--- config.mk ---
export PLATFORM = sky130hd
export DESIGN_NAME = sha1_counter_keystream_xor_flat
export DESIGN_NICKNAME = d
export VERILOG_FILES = /design/src/sv/skx_pkg.sv /design/src/sv/skx_if.sv /design/src/sv/skx_front.sv /design/src/sv/skx_queue.sv /design/src/sv/skx_back.sv /design/src/sv/sha1_counter_keystream_xor.sv /design/src/flat_wrapper.sv
export SDC_FILE = /design/constraint.sdc
export NUM_CORES = 2
export LEC_CHECK = 0
export BUFFER_PORTS_ARGS = -buffer_cell sky130_fd_sc_hd__clkbuf_2
export CORE_MARGIN = 2
export CORE_UTILIZATION = 58
export DETAILED_ROUTE_END_ITERATION = 10
export PLACE_DENSITY = 0.87
export SKIP_LAST_GASP = 1
export SLEW_MARGIN = 20
export SYNTH_ARGS = -nofsm -noshare
export SYNTH_HDL_FRONTEND = slang
export SYNTH_HIERARCHICAL = 1
export SYNTH_SLANG_ARGS = --single-unit
--- constraint.sdc ---
create_clock -name clock -period 7.1 [get_ports clock]
set_clock_uncertainty 0.05 [all_clocks]
set_input_delay 1.065 -clock clock [delete_from_list [all_inputs] [get_ports clock]]
set_output_delay 1.065 -clock clock [all_outputs]
set_load 0.05 [all_outputs]
--- src/sv/skx_pkg.sv ---
package skx_pkg;

   localparam int unsigned KEY_WORDS    = 7;
   localparam int unsigned CSR_COUNT    = 8;
   localparam int unsigned CSR_IDX_W    = 3;
   localparam int unsigned DIGEST_BYTES = 20;

   localparam logic [CSR_IDX_W-1:0] CSR_COUNTER_START = 3'd7;

   localparam logic [31:0] H0_INIT = 32'h67452301;
   localparam logic [31:0] H1_INIT = 32'hEFCDAB89;
   localparam logic [31:0] H2_INIT = 32'h98BADCFE;
   localparam logic [31:0] H3_INIT = 32'h10325476;
   localparam logic [31:0] H4_INIT = 32'hC3D2E1F0;

   localparam logic [31:0] K0 = 32'h5A827999;
   localparam logic [31:0] K1 = 32'h6ED9EBA1;
   localparam logic [31:0] K2 = 32'h8F1BBCDC;
   localparam logic [31:0] K3 = 32'hCA62C1D6;

   localparam logic [31:0] PAD_FIRST = 32'h80000000;
   localparam logic [31:0] PAD_LEN   = 32'h00000200;

   typedef enum logic [1:0] {
      ENG_IDLE,
      ENG_ROUND,
      ENG_ADD
   } eng_state_type;

   // Item handed from the front to the back through the queue.
   typedef struct packed {
      logic [7:0] data;
      logic       last;
      logic       fresh;
      logic [4:0] pos;
      logic [63:0] counter;
   } work_type;

   function automatic logic [31:0] rotl1(input logic [31:0] x);
      rotl1 = {x[30:0], x[31]};
   endfunction

   function automatic logic [31:0] round_f(input logic [6:0] r, input logic [31:0] b,
                                           input logic [31:0] c, input logic [31:0] d);
      if (r < 7'd20) begin
         round_f = (b & c) | (~b & d);
      end else if (r < 7'd40) begin
         round_f = b ^ c ^ d;
      end else if (r < 7'd60) begin
         round_f = (b & c) | (b & d) | (c & d);
      end else begin
         round_f = b ^ c ^ d;
      end
   endfunction

   function automatic logic [31:0] round_k(input logic [6:0] r);
      if (r < 7'd20) begin
         round_k = K0;
      end else if (r < 7'd40) begin
         round_k = K1;
      end else if (r < 7'd60) begin
         round_k = K2;
      end else begin
         round_k = K3;
      end
   endfunction

endpackage

--- src/sv/skx_if.sv ---
interface skx_if #(parameter int unsigned WIDTH = 8) (input logic clock);
   logic             valid;
   logic             ready;
   logic [WIDTH-1:0] data;
   logic             last;

   modport source (output valid, output data, output last, input ready);
   modport sink (input valid, input data, input last, output ready);
endinterface

--- src/sv/skx_front.sv ---
module skx_front #(
   parameter int unsigned BYTES_PER_BLOCK = 16
) (
   input  logic                clock,
   input  logic                reset,
   skx_if.sink                 req,
   input  logic                csr_write,
   input  logic [2:0]          csr_index,
   input  logic [63:0]         csr_data,
   output skx_pkg::work_type   work,
   output logic                work_valid,
   input  logic                work_ready
);
   localparam int unsigned USED = (BYTES_PER_BLOCK < skx_pkg::DIGEST_BYTES) ?
                                  BYTES_PER_BLOCK : skx_pkg::DIGEST_BYTES;

   logic [63:0] start_ff;
   logic [63:0] counter_ff, counter_in;
   logic [4:0]  pos_ff, pos_in;
   logic        take;

   assign req.ready  = work_ready;
   assign work_valid = req.valid;
   assign take       = req.valid && work_ready;

   always_comb begin
      work.data    = req.data;
      work.last    = req.last;
      work.fresh   = (pos_ff == 5'd0);
      work.pos     = pos_ff;
      work.counter = counter_ff;
   end

   always_comb begin
      counter_in = counter_ff;
      pos_in     = pos_ff;
      if (take) begin
         if (pos_ff == 5'(USED - 1)) begin
            pos_in     = 5'd0;
            counter_in = counter_ff + 64'd1;
         end else begin
            pos_in = pos_ff + 5'd1;
         end
         if (req.last) begin
            pos_in     = 5'd0;
            counter_in = start_ff;
         end
      end
      if (csr_write && csr_index == skx_pkg::CSR_COUNTER_START) begin
         pos_in     = 5'd0;
         counter_in = csr_data;
      end
   end

   always_ff @(posedge clock) begin
      if (reset) begin
         start_ff   <= '0;
         counter_ff <= '0;
         pos_ff     <= '0;
      end else begin
         counter_ff <= counter_in;
         pos_ff     <= pos_in;
         if (csr_write && csr_index == skx_pkg::CSR_COUNTER_START) begin
            start_ff <= csr_data;
         end
      end
   end

   a_pos_range: assert property (@(posedge clock) disable iff (reset)
      pos_ff < 5'(USED)) else $error("byte position out of range");
   a_last_clears: assert property (@(posedge clock) disable iff (reset)
      take && req.last && !csr_write |=> pos_ff == 5'd0) else $error("last not honored");
   a_wrap: assert property (@(posedge clock) disable iff (reset)
      take && !req.last && !csr_write && pos_ff == 5'(USED - 1) |=>
      counter_ff == $past(counter_ff) + 64'd1) else $error("counter step lost");
endmodule

--- src/sv/skx_queue.sv ---
module skx_queue (
   input  logic              clock,
   input  logic              reset,
   input  skx_pkg::work_type in_work,
   input  logic              in_valid,
   output logic              in_ready,
   output skx_pkg::work_type out_work,
   output logic              out_valid,
   input  logic              out_ready
);
   skx_pkg::work_type slot_ff [2];
   logic [1:0] count_ff, count_in;
   logic       rd_ff, wr_ff;
   logic       push, pop;

   assign in_ready  = (count_ff != 2'd2);
   assign out_valid = (count_ff != 2'd0);
   assign out_work  = slot_ff[rd_ff];
   assign push      = in_valid && in_ready;
   assign pop       = out_valid && out_ready;

   always_comb begin
      count_in = count_ff;
      if (push && !pop) count_in = count_ff + 2'd1;
      if (pop && !push) count_in = count_ff - 2'd1;
   end

   always_ff @(posedge clock) begin
      if (push) slot_ff[wr_ff] <= in_work;
   end

   always_ff @(posedge clock) begin
      if (reset) begin
         count_ff <= '0;
         rd_ff    <= 1'b0;
         wr_ff    <= 1'b0;
      end else begin
         count_ff <= count_in;
         if (push) wr_ff <= ~wr_ff;
         if (pop) rd_ff <= ~rd_ff;
      end
   end

   a_count: assert property (@(posedge clock) disable iff (reset)
      count_ff <= 2'd2) else $error("queue overfilled");
   a_ptrs: assert property (@(posedge clock) disable iff (reset)
      (count_ff == 2'd1) == (rd_ff != wr_ff)) else $error("queue pointers out of step");
   a_hold: assert property (@(posedge clock) disable iff (reset)
      out_valid && !out_ready |=> out_valid) else $error("queue lost entry");
endmodule

--- src/sv/skx_back.sv ---
module skx_back (
   input  logic              clock,
   input  logic              reset,
   input  logic [63:0]       key_word [skx_pkg::KEY_WORDS],
   input  skx_pkg::work_type work,
   input  logic              work_valid,
   output logic              work_ready,
   skx_if.source             rsp
);
   skx_pkg::eng_state_type state_ff, state_in;
   logic [31:0]  a_ff, b_ff, c_ff, d_ff, e_ff;
   logic [31:0]  h_ff [5];
   logic [31:0]  w_ff [16];
   logic [6:0]   round_ff;
   logic         second_ff;
   logic [159:0] ks_ff;
   logic         out_valid_ff;
   logic [7:0]   out_byte_ff;
   logic         out_last_ff;
   logic         start, emit, out_free, round_last;
   logic [31:0]  wnext, t_val;
   logic [7:0]   ks_byte;

   assign out_free   = !out_valid_ff || rsp.ready;
   assign start      = work_valid && work.fresh && out_free;
   assign round_last = (round_ff == 7'd79);

   always_comb begin
      state_in = state_ff;
      unique case (state_ff)
         skx_pkg::ENG_IDLE:  if (start) state_in = skx_pkg::ENG_ROUND;
         skx_pkg::ENG_ROUND: if (round_last) state_in = skx_pkg::ENG_ADD;
         skx_pkg::ENG_ADD:   state_in = second_ff ? skx_pkg::ENG_IDLE : skx_pkg::ENG_ROUND;
         default:            state_in = skx_pkg::ENG_IDLE;
      endcase
   end

   always_comb begin
      emit = 1'b0;
      unique case (state_ff)
         skx_pkg::ENG_IDLE: emit = work_valid && !work.fresh && out_free;
         skx_pkg::ENG_ADD:  emit = second_ff && out_free;
         default:           emit = 1'b0;
      endcase
   end
   assign work_ready = emit;

   assign wnext = skx_pkg::rotl1(w_ff[13] ^ w_ff[8] ^ w_ff[2] ^ w_ff[0]);
   assign t_val = {a_ff[26:0], a_ff[31:27]} + skx_pkg::round_f(round_ff, b_ff, c_ff, d_ff)
                  + e_ff + w_ff[0] + skx_pkg::round_k(round_ff);

   always_comb begin
      logic [159:0] ks;
      ks = (state_ff == skx_pkg::ENG_ADD) ?
           {h_ff[0] + a_ff, h_ff[1] + b_ff, h_ff[2] + c_ff, h_ff[3] + d_ff, h_ff[4] + e_ff}
           : ks_ff;
      ks_byte = ks[159 - 8 * work.pos -: 8];
   end

   always_ff @(posedge clock) begin
      if (state_ff == skx_pkg::ENG_IDLE && start) begin
         h_ff[0] <= skx_pkg::H0_INIT; h_ff[1] <= skx_pkg::H1_INIT;
         h_ff[2] <= skx_pkg::H2_INIT; h_ff[3] <= skx_pkg::H3_INIT;
         h_ff[4] <= skx_pkg::H4_INIT;
         a_ff <= skx_pkg::H0_INIT; b_ff <= skx_pkg::H1_INIT; c_ff <= skx_pkg::H2_INIT;
         d_ff <= skx_pkg::H3_INIT; e_ff <= skx_pkg::H4_INIT;
         for (int i = 0; i < 7; i++) begin
            w_ff[2 * i]     <= key_word[i][63:32];
            w_ff[2 * i + 1] <= key_word[i][31:0];
         end
         w_ff[14] <= work.counter[63:32];
         w_ff[15] <= work.counter[31:0];
         round_ff  <= '0;
         second_ff <= 1'b0;
      end else if (state_ff == skx_pkg::ENG_ROUND) begin
         e_ff <= d_ff; d_ff <= c_ff; c_ff <= {b_ff[1:0], b_ff[31:2]};
         b_ff <= a_ff; a_ff <= t_val;
         for (int i = 0; i < 15; i++) w_ff[i] <= w_ff[i + 1];
         w_ff[15] <= wnext;
         round_ff <= round_ff + 7'd1;
      end else if (state_ff == skx_pkg::ENG_ADD) begin
         h_ff[0] <= h_ff[0] + a_ff; h_ff[1] <= h_ff[1] + b_ff;
         h_ff[2] <= h_ff[2] + c_ff; h_ff[3] <= h_ff[3] + d_ff;
         h_ff[4] <= h_ff[4] + e_ff;
         a_ff <= h_ff[0] + a_ff; b_ff <= h_ff[1] + b_ff; c_ff <= h_ff[2] + c_ff;
         d_ff <= h_ff[3] + d_ff; e_ff <= h_ff[4] + e_ff;
         ks_ff <= {h_ff[0] + a_ff, h_ff[1] + b_ff, h_ff[2] + c_ff, h_ff[3] + d_ff,
                   h_ff[4] + e_ff};
         w_ff[0] <= skx_pkg::PAD_FIRST;
         for (int i = 1; i < 15; i++) w_ff[i] <= '0;
         w_ff[15] <= skx_pkg::PAD_LEN;
         round_ff  <= '0;
         second_ff <= 1'b1;
      end
      if (emit) begin
         out_byte_ff <= work.data ^ ks_byte;
         out_last_ff <= work.last;
      end
   end

   always_ff @(posedge clock) begin
      if (reset) begin
         state_ff     <= skx_pkg::ENG_IDLE;
         out_valid_ff <= 1'b0;
      end else begin
         state_ff <= state_in;
         if (emit) out_valid_ff <= 1'b1;
         else if (rsp.ready) out_valid_ff <= 1'b0;
      end
   end

   assign rsp.valid = out_valid_ff;
   assign rsp.data  = out_byte_ff;
   assign rsp.last  = out_last_ff;

   a_round_idle: assert property (@(posedge clock) disable iff (reset)
      state_ff == skx_pkg::ENG_ROUND |-> round_ff <= 7'd79) else $error("round overrun");
   a_emit_free: assert property (@(posedge clock) disable iff (reset)
      emit |-> out_free) else $error("result overwritten");
   a_second_done: assert property (@(posedge clock) disable iff (reset)
      state_ff == skx_pkg::ENG_ADD && second_ff |=> state_ff == skx_pkg::ENG_IDLE)
      else $error("engine did not finish");
endmodule

--- src/sv/sha1_counter_keystream_xor.sv ---
// Path: a byte that starts a keystream block passes through the queue, then two 80-round
// SHA-1 compressions at one round per cycle, each followed by a finalize step, before its
// result is registered; other bytes pass through the queue and the output register.
// Throughput: one byte per cycle within a block while the output is not stalled; bytes of
// the next block wait in the queue for the single shared round unit.
// Reset (synchronous, active high) clears the key, the counter, the queue and the engine.
module sha1_counter_keystream_xor #(
   parameter int unsigned BYTES_PER_BLOCK = 16
) (
   input  logic        clock,
   input  logic        reset,
   skx_if.sink         req,
   skx_if.source       rsp,
   input  logic        csr_write,
   input  logic [2:0]  csr_index,
   input  logic [63:0] csr_data
);
   logic [63:0] key_ff [skx_pkg::KEY_WORDS];
   skx_pkg::work_type f_work, q_work;
   logic f_valid, f_ready, q_valid, q_ready;

   always_ff @(posedge clock) begin
      if (reset) begin
         for (int i = 0; i < 7; i++) key_ff[i] <= '0;
      end else if (csr_write && csr_index != skx_pkg::CSR_COUNTER_START) begin
         key_ff[csr_index] <= csr_data;
      end
   end

   skx_front #(.BYTES_PER_BLOCK(BYTES_PER_BLOCK)) u_front (
      .clock, .reset, .req, .csr_write, .csr_index, .csr_data,
      .work(f_work), .work_valid(f_valid), .work_ready(f_ready));

   skx_queue u_queue (
      .clock, .reset, .in_work(f_work), .in_valid(f_valid), .in_ready(f_ready),
      .out_work(q_work), .out_valid(q_valid), .out_ready(q_ready));

   skx_back u_back (
      .clock, .reset, .key_word(key_ff), .work(q_work), .work_valid(q_valid),
      .work_ready(q_ready), .rsp);
endmodule
--- src/flat_wrapper.sv ---
// flat-port wrapper written by rule: the top's interface ports become plain ports
module sha1_counter_keystream_xor_flat 
#(
   parameter int unsigned BYTES_PER_BLOCK = 16
)
  (clock, reset, csr_write, csr_index, csr_data, req_valid, req_data, req_last, req_ready, rsp_valid, rsp_data, rsp_last, rsp_ready);
  skx_if req_i (.clock(clock));
  skx_if rsp_i (.clock(clock));
  input  logic clock;
  input  logic reset;
  input  logic csr_write;
  input  logic [2:0] csr_index;
  input  logic [63:0] csr_data;
  input wire logic [$bits(req_i.valid)-1:0] req_valid;
  input wire logic [$bits(req_i.data)-1:0] req_data;
  input wire logic [$bits(req_i.last)-1:0] req_last;
  output wire logic [$bits(req_i.ready)-1:0] req_ready;
  output wire logic [$bits(rsp_i.valid)-1:0] rsp_valid;
  output wire logic [$bits(rsp_i.data)-1:0] rsp_data;
  output wire logic [$bits(rsp_i.last)-1:0] rsp_last;
  input wire logic [$bits(rsp_i.ready)-1:0] rsp_ready;
  assign req_i.valid = req_valid;
  assign req_i.data = req_data;
  assign req_i.last = req_last;
  assign req_ready = req_i.ready;
  assign rsp_valid = rsp_i.valid;
  assign rsp_data = rsp_i.data;
  assign rsp_last = rsp_i.last;
  assign rsp_i.ready = rsp_ready;
  sha1_counter_keystream_xor #(.BYTES_PER_BLOCK(BYTES_PER_BLOCK)) u_core (.clock(clock), .reset(reset), .req(req_i), .rsp(rsp_i), .csr_write(csr_write), .csr_index(csr_index), .csr_data(csr_data));
endmodule
**Word-level counts from Yosys, hierarchy flattened**

Memory sizes are Yosys's and may differ from the RTL's. A register that Yosys moved wholly into a read port is not among the register bits.
Index checks and enable logic that the tools add are counted.

- Register bits after elaboration: 925
- Bits in writable memories: 830
- Bits of input ports: 81
- Word-level logic and storage cells: 232
- Memories kept: 3

Memories:

| memory | words | width | read ports | clocked after memory_dff | wr ports | RTL line | RTL |
|---|---|---|---|---|---|---|---|
| u_core.u_back.w_ff | 16 | 32 | 16 | 0 | 16 | skx_back.sv:13 | `logic [31:0] w_ff [16];` |
| u_core.u_back.h_ff | 5 | 32 | 5 | 0 | 5 | skx_back.sv:12 | `logic [31:0] h_ff [5];` |
| u_core.u_queue.slot_ff | 2 | 79 | 1 | 1 | 1 | skx_queue.sv:11 | `skx_pkg::work_type slot_ff [2];` |

- Add/subtract/negate cells: 15
- Magnitude comparators: 5
- Equal/unequal tests: 9
- Shift operators: 1
- Muxes and demuxes: 87
- Bitwise gates (word level): 56
- Reductions and logical operators: 31

Operator list:

| kind | count |
|---|---|
| 2-to-1 mux 32 bit | 52 |
| bitwise mux 448 bit | 1 |
| 2-to-1 mux 64 bit | 5 |
| adder 32 bit | 9 |
| demux 64 bit (select 3 bit) | 1 |
| indexed part select 167 x 33 -> 8 bit | 1 |
| 2-to-1 mux 160 bit | 1 |
| bitwise XOR 32 bit | 5 |
| bitwise AND 32 bit | 4 |
| OR 32 bit | 3 |
| adder 64 x 1 -> 64 bit (second input constant) | 1 |
| OR 1 bit | 37 |
| inverter 32 bit | 1 |
| 2-to-1 mux 31 bit | 1 |
| 2-to-1 mux 1 bit | 16 |
| less-than comparator 7 x 6 -> 1 bit (second input constant) | 2 |
| 2-to-1 mux 7 bit | 2 |
| logical AND 1 bit | 13 |
| 2-to-1 mux 5 bit | 2 |
| nonzero test 2 bit | 5 |
| subtractor 8 x 8 -> 9 bit (first input constant) | 1 |
| 2-to-1 mux 2 bit | 4 |
| AND reduction 2 bit | 4 |
| bitwise XOR 8 bit | 1 |
| other kinds (24) | 32 |

**Longest topological paths before layout**

- Word-level depth: 11
- Mapped depth: 28
- Gate-level depth less buffers: 27

**Modules after synthesis**

Netlist, hierarchy kept.

Modules (own cells, without submodules):

| module | instances | cells each | area an instance (um^2) |
|---|---|---|---|
| skx_back | 1 | 5784 | 59219.3 |
| sha1_counter_keystream_xor | 1 | 1527 | 17282.8 |
| skx_front | 1 | 998 | 7479.7 |
| skx_queue | 1 | 270 | 5914.4 |

**Worst setup path after synthesis**

No wires, ideal clock.

- Path type: input-to-reg
- Start: input port rsp_ready
- End: memory u_core.u_back.w_ff[15][22] (netlist: u_core/u_back/w_ff[1][246]), data pin
- Arrival: 6758 ps
- Required time: 6572 ps
- Slack: -186 ps
- Stages: 8
- Path buffers: 2
- Path through: inv_1 -> nand2_1 -> and4_1 -> clkbuf_1 -> nor2_1 -> inv_1 -> clkbuf_1 -> o21ai_0

RTL lines:

| item | RTL line | RTL |
|---|---|---|
| start, declared | flat_wrapper.sv:21 | `input wire logic [$bits(rsp_i.ready)-1:0] rsp_ready;` |
| end, declared | skx_back.sv:13 |  |

**Worst setup path in the final report**

- Start: register u_core.u_back.round_ff[2]
- End: register u_core.u_back.a_ff[29]

- Longest elaborated chain between the ends: 9

Ends and longest elaborated chain:

| item | RTL line | RTL |
|---|---|---|
| start, declared | skx_back.sv:14 | `logic [6:0] round_ff;` |
| start signal, assigned | skx_back.sv:80 | `round_ff <= round_ff + 7'd1;` |
| less-than comparator 7 x 6 -> 1 bit | skx_pkg.sv:49, skx_pkg.sv:61 |  |
| 2-to-1 mux 32 bit | skx_pkg.sv:49 | `end else if (r < 7'd60) begin` |
| 2-to-1 mux 32 bit | skx_pkg.sv:47 | `end else if (r < 7'd40) begin` |
| 2-to-1 mux 32 bit | skx_pkg.sv:45 | `if (r < 7'd20) begin` |
| adder 32 bit | skx_back.sv:49 | `assign t_val = {a_ff[26:0], a_ff[31:27]} + skx_pkg::round_f(round_ff, b_ff, c_ff, d_ff)` |
| adder 32 bit (2 in a row) | skx_back.sv:50 | `+ e_ff + w_ff[0] + skx_pkg::round_k(round_ff);` |
| adder 32 bit * | skx_back.sv:50 |  |
| 2-to-1 mux 32 bit * | skx_back.sv:75 | `end else if (state_ff == skx_pkg::ENG_ROUND) begin` |
| end signal, assigned | skx_back.sv:65 | `a_ff <= skx_pkg::H0_INIT; b_ff <= skx_pkg::H1_INIT; c_ff <= skx_pkg::H2_INIT;` |
| end signal, assigned | skx_back.sv:85 | `a_ff <= h_ff[0] + a_ff; b_ff <= h_ff[1] + b_ff; c_ff <= h_ff[2] + c_ff;` |
| end, declared | skx_back.sv:11 | `logic [31:0] a_ff, b_ff, c_ff, d_ff, e_ff;` |

Mark *: on every way between the ends. The rest lies on a longest branch, timed or not.
A chain may end at the register's enable or synchronous reset.

==> impl_summary.txt <==
----------------------------------------------------
[Route]
  Total Wirelength ... 295000 microns
  DRC errors left ... 0
  ANT nets after route ... 0
  Overall via count from detail_route ... slightly above 70000
  Routed wire per std cell ... 27.7 microns
  Via density per instance ... 6.73
  Iteration count of the initial detailed-routing pass ... 9
  DRC marker count from the first detailed-route iteration ... 9890

[Die]
  Number of top-level pins ... 92
  Total number of placement rows ... 144
  Area of the core ... 0.154 sq mm
  Starting Density ... between 50% and 60%
  Die outline height ... 398 microns
  Chip width ... slightly below 400 microns
  Die footprint ... ~0.16 sq mm

[Power]
  Worst vdd rail ir drop ... 0.000548 V
  Clock share of power ... approximately 19%
  Net switching power of the design ... 21.9 mW
  Static Leakage ... 38.2 nW
  Power density over the cells ... 511 mW/mm^2
  Part of the power in combinational logic ... 48.9%
  Net switching share of the total power ... 43.7%
  Seq pwr share ... 31.7%
  Internal power ... 28.2 mW

[Min path]
  Source of the worst hold timing path ... req_data[0]
  Class of the most critical hold timing path ... primary input to register
  Worst min-delay path endpoint ... u_core/u_queue/slot_ff[1][71]
  Depth of the worst hold-timing path ... 1

[Layout]
  Fin area ... 0.0980 sq mm
  Layout cells sized above 1 ... 9.07%
  Final cell count without fillers ... 10600
  Most frequent cells in the layout ... sky130_fd_sc_hd__nand2_1 (1026), sky130_fd_sc_hd__edfxtp_1 (935), sky130_fd_sc_hd__dfxtp_1 (820)
  Number of filler instances in the final layout ... 11500
  Footprint of the multi-input gates ... ~0.042 sq mm
  Sequential cell area in the final layout ... 0.0445 sq mm
  Area delta synth->final ... 8.96%
  Most frequent standard cell in the layout excluding fill and tap cells ... sky130_fd_sc_hd__nand2_1
  Net count of the finished layout ... roughly 8800

[Placement]
  HPWL after detailed placement ... 196000 microns
  Cell total after placement ... 10300
  Area of placed instances ... roughly 0.09 sq mm
  Quantity of I/O buffers inserted on ports ... 91
  Placer congestion estimate ... 1.12

[CTS]
  TritonCTS clock tree ... yes
  Setup repair bufs after CTS ... 0
  Reg clk slew, reported paths ... 0.06 ns
  Latest clock arrival within the worst-skew pair ... 0.86 ns
  Clock root buffer ... sky130_fd_sc_hd__clkbuf_16
  Number of buffers on the longest clock path ... 3
  Count of hold buffers inserted by post-cts repair ... 0
  Post-cts sizing count ... 0
  Number of buffers added by the clock tree synthesis step ... 177
  CTS sink cnt ... 1756
  Count of H-tree levels built during CTS ... 4

[Setup path]
  Maximum fanout encountered on the critical timing path ... 7
  Crit Reg-Reg Startpoint ... u_core/u_back/round_ff[2]
  Data arrival time of the worst path ... 7.40 ns
  Element type at the critical path end ... register
  End of the worst register-to-register path ... u_core/u_back/a_ff[29]
  Startpoint of the most critical setup path ... u_core/u_back/round_ff[2]
  Worst Reg2Reg Path Length in Cells ... 26
  Worst Path Required ... 7.77 ns
  Critical setup path kind ... register to register
  R2r setup slk ... 0.37 ns
  Setup crit start kind ... register

[Timing]
  Final setup violation count ... 0
  Setup Total Neg Slack ... 0 ns
  Worst-case headroom to the max-slew limit ... between 10% and 20%
  Transition at the pin with the smallest max-transition slack ... 1.21 ns
  Max-slew violation count ... 0
  Hold violation total from the final report ... 0
  Post-layout min period ... 6.73 ns
  Max Freq ... about 150 MHz
  RSZ-0062 raised after global routing ... no
  Worst-case hold slack ... 0.365 ns
  Final worst path period share ... around 95%

[Synthesis]
  Proportion of synthesized flip-flops having asynchronous set or reset ... 0%
  Biggest area consumer among synthesized cells ... sky130_fd_sc_hd__edfxtp_1
  Post-synthesis average cell area ... 10.5 sq um
  Post-synthesis sequential area ratio ... 49.5%
  Post-synth EDFFs ... 935
  Cells after synthesis ... ~8600
  Distinct cells, synth ... 113
  Warnings, synthesis ... 6
  Top cells by area, synth ... sky130_fd_sc_hd__edfxtp_1 (31%), sky130_fd_sc_hd__dfxtp_1 (18%), sky130_fd_sc_hd__mux2i_1 (7.2%), sky130_fd_sc_hd__nand2_1 (4.3%), sky130_fd_sc_hd__nand2b_1 (3.9%)
  Nets in the synthesized netlist ... about 9000
  Syn Std Cell Area ... around 0.09 sq mm
  Share of the synthesized area in the top cell type ... approximately 31%
  Flip-flop and latch count after synthesis ... around 1800
  Ys flop type ... sky130_fd_sc_hd__edfxtp_1

[GRT]
  Wire length of the first global-routing pass ... 437000 microns
  Number of global-route vias before repair ... about 70000
  Antenna violations before repair ... 13
  Pin count of the biggest net entering global routing ... 233
  Global-route usage over all layers ... 36.4%
  Total congestion overflow ... 0

[Flow run]
  Max Cap Viol ... 0

[Status]
  Outcome ... complete, no violations

----------------------------------------------------
-- worst max path at each step --
stage / to / slack [ns]
after global routing: u_core/u_back/a_ff[20] / 0.02
after CTS: u_core/u_back/a_ff[30] / 0.20
final: u_core/u_back/a_ff[29] / 0.37
after global placement: u_core/u_back/a_ff[29] / 0.35
after detailed placement: u_core/u_back/a_ff[30] / 0.24
after floorplan: u_core/u_back/a_ff[30] / 0.04
-- metrics by stage --
stage | utilization (%) | power, mW | worst slack [ns]
after floorplan | - | 32.1 | 0.0400
after global placement | 59.6 | 38.9 | 0.353
after detailed placement | 59.6 | 39.3 | 0.245
after CTS | 63.6 | 49.1 | 0.201
after global routing | 63.6 | 52.5 | 0.0206
final | 63.6 | 50.0 | 0.369
-- kinds of logic after synthesis --
group,Yosys count,share of synthesized area (%)
fa+ha+maj,329,5.62
simple gates,2657,14.5
buf+inv,872,3.87
flops,1756,49.5
mux,793,9.18
xor+xnor,293,2.85
compound gates,1879,14.5
-- synth_stat cells, types with 85 or more instances --
cell type / n
sky130_fd_sc_hd__fa_1: 125
sky130_fd_sc_hd__nand2b_1: 562
sky130_fd_sc_hd__nor2_1: 376
sky130_fd_sc_hd__dfxtp_1: 821
sky130_fd_sc_hd__inv_1: 310
sky130_fd_sc_hd__nor3_1: 106
sky130_fd_sc_hd__o21ai_0: 382
sky130_fd_sc_hd__xnor2_1: 208
sky130_fd_sc_hd__o211ai_1: 111
sky130_fd_sc_hd__a211oi_1: 146
sky130_fd_sc_hd__clkbuf_1: 409
sky130_fd_sc_hd__xor2_1: 85
sky130_fd_sc_hd__a22o_1: 258
sky130_fd_sc_hd__mux2i_1: 647
sky130_fd_sc_hd__ha_1: 204
sky130_fd_sc_hd__nand3_1: 202
sky130_fd_sc_hd__a21oi_1: 378
sky130_fd_sc_hd__edfxtp_1: 935
sky130_fd_sc_hd__a21o_1: 146
sky130_fd_sc_hd__mux2_2: 133
sky130_fd_sc_hd__nand2_1: 1030
-- power groups by stage --
stage	Clock, mW	Combinational, mW	Sequential, mW
finish	9.70	24.5	15.9
global route	10.1	26.4	16.0
CTS	9.71	23.7	15.7
detailed placement	0	23.4	15.9
global placement	0	23.1	15.8
floorplan	0	16.7	15.4
-- worst max-delay path: stages, from the launching register on --
cell,delay (ns)
sky130_fd_sc_hd__dfxtp_1,0.37
sky130_fd_sc_hd__o21a_1,0.22
sky130_fd_sc_hd__nor3_2,0.14
sky130_fd_sc_hd__nand2b_2,0.26
sky130_fd_sc_hd__inv_1,0.21
sky130_fd_sc_hd__nor2_1,0.21
sky130_fd_sc_hd__clkinv_1,0.18
sky130_fd_sc_hd__a222oi_1,0.39
sky130_fd_sc_hd__fa_1,0.53
sky130_fd_sc_hd__fa_1,0.53
sky130_fd_sc_hd__fa_1,0.48
sky130_fd_sc_hd__inv_1,0.07
sky130_fd_sc_hd__ha_1,0.16
sky130_fd_sc_hd__inv_1,0.06
sky130_fd_sc_hd__fa_1,0.37
sky130_fd_sc_hd__nor2b_1,0.15
sky130_fd_sc_hd__o21ai_0,0.11
sky130_fd_sc_hd__a21boi_0,0.32
sky130_fd_sc_hd__o211ai_1,0.12
sky130_fd_sc_hd__a21boi_0,0.18
sky130_fd_sc_hd__buf_4,0.17
sky130_fd_sc_hd__o21ai_0,0.10
sky130_fd_sc_hd__a211o_1,0.33
sky130_fd_sc_hd__a21oi_1,0.21
sky130_fd_sc_hd__nor2_1,0.12
sky130_fd_sc_hd__or4_1,0.40
sky130_fd_sc_hd__a32oi_1,0.19
-- state kept, by name (all words and copies together) (netlist names), 2 cells and up, named ones only --
| register | cells |
|---|---|
| u_core/key_ff | 448 |
| u_core/u_back/a_ff | 32 |
| u_core/u_back/b_ff | 32 |
| u_core/u_back/c_ff | 32 |
| u_core/u_back/d_ff | 32 |
| u_core/u_back/e_ff | 32 |
| u_core/u_back/h_ff | 160 |
| u_core/u_back/ks_ff | 160 |
| u_core/u_back/round_ff | 7 |
| u_core/u_back/rsp.data | 8 |
| u_core/u_back/state_ff | 2 |
| u_core/u_back/w_ff | 512 |
| u_core/u_front/counter_ff | 64 |
| u_core/u_front/pos_ff | 5 |
| u_core/u_front/start_ff | 64 |
| u_core/u_queue/count_ff | 2 |
| u_core/u_queue/slot_ff | 158 |
-- layout make-up --
cell class,count,share of cell area (%)
Clock buffer,244,5.08
Antenna cell,8,0.0204
Clock inverter,90,1.08
Inverter,314,1.24
Multi-Input combinational cell,5951,43.0
Tap cell,2044,2.61
Sequential cell,1756,45.4
Timing Repair Buffer,214,1.55
-- per-layer routing --
metal	vias up	share of wire, %	GRT usage (%)
li1	30600	-	-
met1	34500	36	45.4
met2	5081	44	55.7
met3	1235	12	8.40
met4	12	8.4	26.2
met5	-	0.023	0
No activity file was read; power rests on OpenSTA's default activity.
